File: src/design/npcs_pkg.sv
package npcs_pkg;

  localparam int CHAN_W     = 8;
  localparam int NUM_CHANS  = 3;
  localparam int NUM_COLORS = 16;
  localparam int IDX_W      = $clog2(NUM_COLORS);
  localparam int LVL_W      = 2;
  localparam int NUM_LEVELS = 1 << LVL_W;
  localparam int SQ_W       = 2 * CHAN_W;
  localparam int DIST_W     = SQ_W + 2;

  // min tree widths
  localparam int L1_N = NUM_COLORS / 2;
  localparam int L2_N = NUM_COLORS / 4;
  localparam int L3_N = NUM_COLORS / 8;

  // channel slots in a palette word
  localparam int CH_RED   = 0;
  localparam int CH_GREEN = 1;
  localparam int CH_BLUE  = 2;

  typedef logic [CHAN_W-1:0] chan_t;
  typedef logic [SQ_W-1:0]   sq_t;
  typedef logic [DIST_W-1:0] dist_t;
  typedef logic [IDX_W-1:0]  idx_t;
  typedef logic [LVL_W-1:0]  lvl_t;

  // standard 16-color VGA palette: red 7:0, green 15:8, blue 23:16
  localparam logic [NUM_CHANS*CHAN_W-1:0] PALETTE [NUM_COLORS] = '{
    24'h000000, 24'hAA0000, 24'h00AA00, 24'hAAAA00,
    24'h0000AA, 24'hAA00AA, 24'h0055AA, 24'hAAAAAA,
    24'h555555, 24'hFF5555, 24'h55FF55, 24'hFFFF55,
    24'h5555FF, 24'hFF55FF, 24'h55FFFF, 24'hFFFFFF
  };

  // every palette channel is one of 00/55/AA/FF, so the top two bits name it
  function automatic lvl_t level_of(input chan_t v);
    return v[CHAN_W-1 -: LVL_W];
  endfunction

  function automatic chan_t level_value(input lvl_t c);
    return {(CHAN_W / LVL_W){c}};
  endfunction

endpackage

File: src/design/npcs_dist.sv
module npcs_dist (
  input  logic             clk,
  input  logic             rst,
  input  logic             in_valid,
  output logic             in_stall,
  input  npcs_pkg::chan_t  pixel_red,
  input  npcs_pkg::chan_t  pixel_green,
  input  npcs_pkg::chan_t  pixel_blue,
  input  logic             dn_en,
  output logic             dist_valid,
  output npcs_pkg::dist_t  entry_dist [npcs_pkg::NUM_COLORS]
);

  npcs_pkg::chan_t pix [npcs_pkg::NUM_CHANS];
  npcs_pkg::sq_t   sq_next [npcs_pkg::NUM_CHANS][npcs_pkg::NUM_LEVELS];
  npcs_pkg::sq_t   sq      [npcs_pkg::NUM_CHANS][npcs_pkg::NUM_LEVELS];
  npcs_pkg::dist_t entry_dist_next [npcs_pkg::NUM_COLORS];

  logic v1;
  logic v2;
  logic en1;
  logic en2;

  assign pix[npcs_pkg::CH_RED]   = pixel_red;
  assign pix[npcs_pkg::CH_GREEN] = pixel_green;
  assign pix[npcs_pkg::CH_BLUE]  = pixel_blue;

  // stage 1: squared distance of each channel to each of the four levels
  for (genvar c = 0; c < npcs_pkg::NUM_CHANS; c++) begin : g_chan
    for (genvar l = 0; l < npcs_pkg::NUM_LEVELS; l++) begin : g_lvl
      localparam npcs_pkg::chan_t LV = npcs_pkg::level_value(npcs_pkg::lvl_t'(l));
      npcs_pkg::chan_t ad;
      assign ad = (pix[c] > LV) ? pix[c] - LV : LV - pix[c];
      assign sq_next[c][l] = npcs_pkg::sq_t'(ad) * npcs_pkg::sq_t'(ad);
    end
  end

  // stage 2: entry distance as a sum of three picked squares
  for (genvar i = 0; i < npcs_pkg::NUM_COLORS; i++) begin : g_entry
    localparam npcs_pkg::lvl_t LR =
      npcs_pkg::level_of(npcs_pkg::PALETTE[i][npcs_pkg::CH_RED*npcs_pkg::CHAN_W +:
                                              npcs_pkg::CHAN_W]);
    localparam npcs_pkg::lvl_t LG =
      npcs_pkg::level_of(npcs_pkg::PALETTE[i][npcs_pkg::CH_GREEN*npcs_pkg::CHAN_W +:
                                              npcs_pkg::CHAN_W]);
    localparam npcs_pkg::lvl_t LB =
      npcs_pkg::level_of(npcs_pkg::PALETTE[i][npcs_pkg::CH_BLUE*npcs_pkg::CHAN_W +:
                                              npcs_pkg::CHAN_W]);
    assign entry_dist_next[i] = npcs_pkg::dist_t'(sq[npcs_pkg::CH_RED][LR])
                              + npcs_pkg::dist_t'(sq[npcs_pkg::CH_GREEN][LG])
                              + npcs_pkg::dist_t'(sq[npcs_pkg::CH_BLUE][LB]);
  end

  // a stage moves when it is empty or the next one moves
  assign en2      = !v2 || dn_en;
  assign en1      = !v1 || en2;
  assign in_stall = !en1;
  assign dist_valid = v2;

  always_ff @(posedge clk) begin
    if (rst) begin
      v1 <= 1'b0;
      v2 <= 1'b0;
    end else begin
      if (en1) v1 <= in_valid;
      if (en2) v2 <= v1;
    end
  end

  always_ff @(posedge clk) begin
    if (en1) sq <= sq_next;
    if (en2) entry_dist <= entry_dist_next;
  end

endmodule

File: src/design/nearest_palette_color_search.sv
// Nearest color search over the 16-color VGA palette.
// Input channel: in_valid / in_stall with pixel_red, pixel_green, pixel_blue.
// A pixel transfers on a clock edge with in_valid high and in_stall low.
// Output channel: out_valid / out_stall with color_index, the palette entry
// at the smallest squared RGB distance; the lowest index wins a tie.
// Four register stages lie between a pixel accepted on the input and
// out_valid: channel squares, entry sums, two min-tree halves.
// Throughput: one pixel per clock while out_stall stays low, limited by
// no shared unit; every stage holds its own pixel.
// Reset (rst, synchronous) empties all stages; payload is not cleared.
// When the receiver stalls, the output register holds its result and the
// stages behind it keep filling bubbles; in_stall rises only once all four
// stages hold pixels, so nothing is dropped or repeated.
module nearest_palette_color_search (
  input  logic             clk,
  input  logic             rst,
  input  logic             in_valid,
  output logic             in_stall,
  input  npcs_pkg::chan_t  pixel_red,
  input  npcs_pkg::chan_t  pixel_green,
  input  npcs_pkg::chan_t  pixel_blue,
  output logic             out_valid,
  input  logic             out_stall,
  output npcs_pkg::idx_t   color_index
);

  logic            dist_valid;
  npcs_pkg::dist_t entry_dist [npcs_pkg::NUM_COLORS];

  logic v3;
  logic en3;
  logic en4;

  // first min-tree half: 16 -> 8 -> 4, registered
  npcs_pkg::dist_t l1_d [npcs_pkg::L1_N];
  npcs_pkg::idx_t  l1_i [npcs_pkg::L1_N];
  npcs_pkg::dist_t m3_d_next [npcs_pkg::L2_N];
  npcs_pkg::idx_t  m3_i_next [npcs_pkg::L2_N];
  npcs_pkg::dist_t m3_d [npcs_pkg::L2_N];
  npcs_pkg::idx_t  m3_i [npcs_pkg::L2_N];

  // second half: 4 -> 2 -> 1
  npcs_pkg::dist_t l3_d [npcs_pkg::L3_N];
  npcs_pkg::idx_t  l3_i [npcs_pkg::L3_N];
  npcs_pkg::idx_t  color_index_next;

  npcs_dist u_dist (
    .clk        (clk),
    .rst        (rst),
    .in_valid   (in_valid),
    .in_stall   (in_stall),
    .pixel_red  (pixel_red),
    .pixel_green(pixel_green),
    .pixel_blue (pixel_blue),
    .dn_en      (en3),
    .dist_valid (dist_valid),
    .entry_dist (entry_dist)
  );

  // each compare keeps the left (lower index) entry unless the right is
  // strictly closer, which gives lowest-index-wins across the whole tree
  always_comb begin
    for (int k = 0; k < npcs_pkg::L1_N; k++) begin
      if (entry_dist[2*k+1] < entry_dist[2*k]) begin
        l1_d[k] = entry_dist[2*k+1];
        l1_i[k] = npcs_pkg::idx_t'(2*k+1);
      end else begin
        l1_d[k] = entry_dist[2*k];
        l1_i[k] = npcs_pkg::idx_t'(2*k);
      end
    end
    for (int k = 0; k < npcs_pkg::L2_N; k++) begin
      if (l1_d[2*k+1] < l1_d[2*k]) begin
        m3_d_next[k] = l1_d[2*k+1];
        m3_i_next[k] = l1_i[2*k+1];
      end else begin
        m3_d_next[k] = l1_d[2*k];
        m3_i_next[k] = l1_i[2*k];
      end
    end
  end

  always_comb begin
    for (int k = 0; k < npcs_pkg::L3_N; k++) begin
      if (m3_d[2*k+1] < m3_d[2*k]) begin
        l3_d[k] = m3_d[2*k+1];
        l3_i[k] = m3_i[2*k+1];
      end else begin
        l3_d[k] = m3_d[2*k];
        l3_i[k] = m3_i[2*k];
      end
    end
    if (l3_d[1] < l3_d[0]) begin
      color_index_next = l3_i[1];
    end else begin
      color_index_next = l3_i[0];
    end
  end

  // output register frees when empty or taken
  assign en4 = !out_valid || !out_stall;
  assign en3 = !v3 || en4;

  always_ff @(posedge clk) begin
    if (rst) begin
      v3        <= 1'b0;
      out_valid <= 1'b0;
    end else begin
      if (en3) v3 <= dist_valid;
      if (en4) out_valid <= v3;
    end
  end

  always_ff @(posedge clk) begin
    if (en3) begin
      m3_d <= m3_d_next;
      m3_i <= m3_i_next;
    end
    if (en4) color_index <= color_index_next;
  end

  // a free-running output drains an accepted pixel through to out_valid
  a_latency: assert property (@(posedge clk) disable iff (rst)
    (in_valid && !in_stall) ##1 !out_stall ##1 !out_stall ##1 !out_stall
      |=> out_valid)
    else $error("accepted pixel did not reach the output in four cycles");

  // back-pressure reaches the input only when every stage is full
  a_stall_full: assert property (@(posedge clk) disable iff (rst)
    in_stall |-> (out_valid && out_stall && v3 && dist_valid))
    else $error("input stalled while the pipeline has room");

  // stage three fills only from a valid distance stage
  a_v3_src: assert property (@(posedge clk) disable iff (rst)
    $rose(v3) |-> $past(dist_valid))
    else $error("stage three became valid without a source");

  // the output becomes valid only from a valid stage three
  a_out_src: assert property (@(posedge clk) disable iff (rst)
    $rose(out_valid) |-> $past(v3))
    else $error("output became valid without a source");

endmodule

File: config.mk
export PLATFORM = sky130hd
export DESIGN_NAME = nearest_palette_color_search
export DESIGN_NICKNAME = d
export VERILOG_FILES = /design/src/design/npcs_pkg.sv /design/src/design/npcs_dist.sv /design/src/design/nearest_palette_color_search.sv
export SDC_FILE = /design/constraint.sdc
export NUM_CORES = 2
export LEC_CHECK = 0
export ABC_AREA = 0
export BUFFER_PORTS_ARGS = -buffer_cell sky130_fd_sc_hd__buf_2
export CAP_MARGIN = 0
export CORE_MARGIN = 5
export CORE_UTILIZATION = 50
export DETAILED_ROUTE_END_ITERATION = 8
export GPL_ROUTABILITY_DRIVEN = 0
export GPL_TIMING_DRIVEN = 1
export HOLD_SLACK_MARGIN = 0.08
export PLACE_DENSITY_LB_ADDON = 0.05
export SYNTH_ARGS = -nofsm -noshare
export SYNTH_HDL_FRONTEND = slang
export SYNTH_SLANG_ARGS = --single-unit
File: constraint.sdc
create_clock -name clk -period 8.9 [get_ports clk]
set_clock_uncertainty 0.05 [all_clocks]
set_input_delay 0.445 -clock clk [delete_from_list [all_inputs] [get_ports clk]]
set_output_delay 0.445 -clock clk [all_outputs]
set_load 0.1 [all_outputs]
# Word-level counts from Yosys, hierarchy flattened
# Index checks and enable logic that the tools add are counted.
# word_totals
regBits,576
latch_bits,0
ramBits,0
romBits,0
out_inout_bits,6
elab_cells,177
memories,0
# classes
addsub,46
mul,12
div_mod_pow,0
magnitude_cmp,27
n_eq_ne,0
n_shift,0
mux,41
bitwise,0
n_reduce_logical,10
# op_table
cell,n
adder 18 x 16 -> 18 bit,16
< comparator 18 bit,15
two-way mux 18 bit,14
multiplier 8 x 8 -> 16 bit,12
adder 16 x 16 -> 17 bit,9
two-way mux 8 bit,12
"> comparator 8 bit, second input constant",6
"subtractor 8 bit, first input constant",6
"subtractor 8 bit, second input constant",6
two-way mux 4 bit,7
"> comparator 8 x 1 -> 1 bit, second input constant",3
"> comparator 8 x 7 -> 1 bit, second input constant",3
"subtractor 1 x 8 -> 8 bit, first input constant",3
"subtractor 7 x 8 -> 8 bit, first input constant",3
"subtractor 8 x 7 -> 8 bit, second input constant",3
two-way mux 1 bit,8
logical NOT 1 bit,6
logical OR 1 bit,4

# Longest topological paths before layout
# depth
ltp_word,6
ltp_mapped,31
mapped_depth_nobuf,29

# By module
# Synthesis repeated with hierarchy kept, for this count alone.
# hier_totals
cells_unflattened,6206
area_unflattened_um2,60844.6
# modules_own_cells
module,n_inst,cells_each,area_per_inst_um2,seq_area_each_um2
npcs_dist,1,4890,48992.0,13643.1
nearest_palette_color_search,1,1316,11852.6,2562.5

# Worst setup path before layout
# No wires, ideal clock.
# synth_timing
kind,reg2out
startpoint,register out_valid
endpoint,output in_stall
arrival_time_ns,8.148
setup_slack_ns,0.257
path_stages_with_launch,4
n_path_buf,0
cell_sequence,dfxtp_1 and3_1 nand3_1 inv_1
# synth_via
elab_chain_cells,6
# synth_rtl
item,line,text
"start, declared",nearest_palette_color_search.sv:22,"output logic out_valid,"
"start signal, assigned",nearest_palette_color_search.sv:110,if (en4) out_valid <= v3;
logical NOT 1 bit,nearest_palette_color_search.sv:101,assign en4 = !out_valid || !out_stall;
logical OR 1 bit,nearest_palette_color_search.sv:101,
logical OR 1 bit,nearest_palette_color_search.sv:102,assign en3 = !v3 || en4;
logical OR 1 bit,npcs_dist.sv:55,assign en2 = !v2 || dn_en;
logical OR 1 bit,npcs_dist.sv:56,assign en1 = !v1 || en2;
logical NOT 1 bit,npcs_dist.sv:57,assign in_stall = !en1;
"end, declared",nearest_palette_color_search.sv:18,"output logic in_stall,"
# No other way between the ends.

==> impl_metrics.tcl <==
set metrics [dict create \
    status "finished clean" \
    instances_no_fill 7712 \
    cp_slowest_stage_delay_ps 620 \
    area_delta_synth_final_pct 7.00 \
    fin_crit_sh 0.815 \
    die_h_um 355 \
    grt-ovfl-total 0 \
    antenna_found_initial 4 \
    slew-limit-headroom 0.167 \
    rsz0062_at_grt "false" \
    r2r_setup_slack_ps 2860 \
    cp_slowest_cell "a31oi_2" \
    crit_start "pixel_red[1]" \
    timing.rr.end "m3_d[31]" \
    drt_first_pass_iters 5 \
    post_dp_cell_area_um2 61400 \
    met2WireLength_mm 70.7 \
    crit_fanout 18 \
    async_flop_share 0 \
    final_area_um2 63600 \
    min-delay-start "pixel_green[0]" \
    initialDrtViolationCount 3059 \
    synth_largest_area_cell "edfxtp_1" \
    drive_above_1_share 0.0398 \
    cts_tree "built" \
    clk_pin_slew_ps 50 \
    drc_errors 0 \
    final_cell_mix "ha_1, inv_1, nor2_1" \
    clk_latency_ps 630 \
    start_kind "input pin" \
    vias 42700 \
    reg2reg_depth 18 \
    r2r-start "u_dist.entry_dist[86]" \
    seq_area_frac_synth 0.273 \
    wl_per_cell_um 20.6 \
    cts_buffers 67 \
    grt_pass1_vias 41300 \
    grt_max_degree 140 \
    synth-edff-count 537 \
    setup_violations 0 \
    initial_core_util 0.504 \
    netlist_area_um2 59500 \
    die-area_um2 126000 \
    top_level_ports 34 \
    htreeDepth 3 \
    fillers 10700 \
    ys_top_cells_by_area "edfxtp_1, ha_1, fa_1, xnor2_1, inv_1" \
    hold_end "u_dist.sq[80]" \
    drt-met1-wl_mm 76.9 \
    highest_layer "met4" \
    slew_viol_final 0 \
    crit_type "input pin to flip-flop" \
    rows 126 \
    setup_tns_ps 0 \
    cts_buffer_depth 3 \
    postRouteAntennaNets 0 \
    synth.distinct_cells 86 \
    nets 7479 \
    fmax_mhz 138 \
    cts_root_buf "clkbuf_16" \
    ys.flop_type "edfxtp_1" \
    arrival_ps 7580 \
    grtUsageTotal 0.250 \
    critPathCaptureType "flip-flop" \
    crit_top_cell "fa_1" \
    io_buffers 33 \
    die_w_um 355 \
    cap_violations 0 \
    worst_pin_slew_ps 1250 \
    dp_hpwl_mm 133 \
    hold_violations 0 \
    synth_cells 6096 \
    avgSynthCellArea_um2 9.75 \
    cts_sinks 541 \
    core_area_um2 118000 \
    met3_length_mm 7.67 \
    grt_pass1_wl_mm 242 \
    viasPerCell 5.53 \
    min_path_cells 1 \
    seqCellArea_um2 16200 \
    min_path_type "input pin to flip-flop" \
    mostFrequentLayoutCell "ha_1" \
    dp_cells 7591 \
    cp.required_ps 9220 \
    synth_top_area_frac 0.271 \
    multi_input_area_um2 39800 \
    yosys_warnings 0 \
    wirelength_mm 159 \
    ys_ff_latch 541 \
    period_minus_slack_ps 7250 \
]
-- layout make-up --
| class | count | area share |
|---|---|---|
| clock buffer | 76 | 0.0269 |
| inverter | 811 | 0.0479 |
| antenna | 1 | 0.0000393 |
| timing repair buffer | 65 | 0.00669 |
| sequential | 541 | 0.255 |
| multi-input combinational | 4641 | 0.626 |
| tap | 1536 | 0.0302 |
| clock inverter | 41 | 0.00741 |
-- registers in the layout, summed over array words and instances, names as in the netlist --
signal / count
u_dist.sq: 177
color_index: 4
u_dist.dist_valid: 1
v3: 1
out_valid: 1
u_dist.v1: 1
m3_d: 72
u_dist.entry_dist: 276
m3_i: 8
-- what timing repair did --
action,in CTS,in global routing
buffers inserted,0,0
gates resized for setup,0,0
hold buffers,3,0
hold endpoints to repair,4,0
-- how the worst max path moves through the flow --
stage	end	slack (ps)	cells after the start
after floorplan	in_stall	260	3
after global placement	u_dist.sq[175]	1190	25
after detailed placement	u_dist.sq[175]	1050	25
after CTS	u_dist.sq[175]	1730	25
after global routing	u_dist.sq[175]	1170	25
final	u_dist.sq[175]	1650	25
-- cell usage after synthesis, types with 6 or more instances --
library cell and count:
nor3_1 115, clkbuf_1 80, a2111oi_0 13, or2_1 23, fa_1 311, mux2i_1 199, nor2_1 585, buf_2 14
or2_2 24, o21bai_1 85, nand2b_1 58, o211a_1 6, inv_2 26, ha_1 1013, nand4b_1 8, o211ai_1 12
a221oi_1 14, mux2_2 10, o41a_1 18, mux2_1 23, inv_1 784, o2111ai_1 23, and3_1 46, edfxtp_1 537
a21o_1 126, or3_1 18, buf_1 12, a41oi_1 15, and2_1 17, a211o_1 13, a21oi_1 387, o41ai_1 9
o21ai_0 142, nand4_1 33, a211oi_1 25, o21a_1 71, o21ai_1 92, nor2b_1 120, xor2_1 168, a31oi_1 40
nand3_1 93, xnor2_1 364, nand2_1 240
-- worst max-delay path, delay by kind of cell --
kind	cells	cell delay, ps
adder cells (fa/ha/maj)	6	2720
AO/OA/AOI/OAI	7	2130
buffers and inverters	4	700
XOR/XNOR	2	670
AND/OR/NAND/NOR	5	510
multiplexers	1	390
-- per-layer routing --
layer	vias to the layer above	global-route usage
li1	21300	-
met1	20400	0.368
met2	849	0.400
met3	152	0.0262
met4	0	0.0594
met5	-	0
-- stage by stage --
step / setup slack, ps / hold WS [ps] / util
after detailed placement: 1050 / 406 / 0.520
after global placement: 1190 / 387 / 0.520
after floorplan: 257 / 380 / -
final: 1650 / 237 / 0.539
after global routing: 1170 / 212 / 0.539
after CTS: 1730 / 179 / 0.539
-- cell families (layout without fill, tap and decap cells) --
kind of cell | Yosys count | count (layout) | share of synthesized area
flip-flops | 541 | 541 | 0.273
buffers and inverters | 921 | 993 | 0.0589
XOR/XNOR | 536 | 536 | 0.0796
multiplexers | 233 | 233 | 0.0400
adder cells (fa/ha/maj) | 1324 | 1324 | 0.318
AO/OA/AOI/OAI | 1140 | 1140 | 0.122
AND/OR/NAND/NOR | 1400 | 1400 | 0.109
other | 1 | 9 | 0.0000631
Power is not shown: default switching activity piles up to over one toggle a cycle in this logic, so the estimate is an artifact.
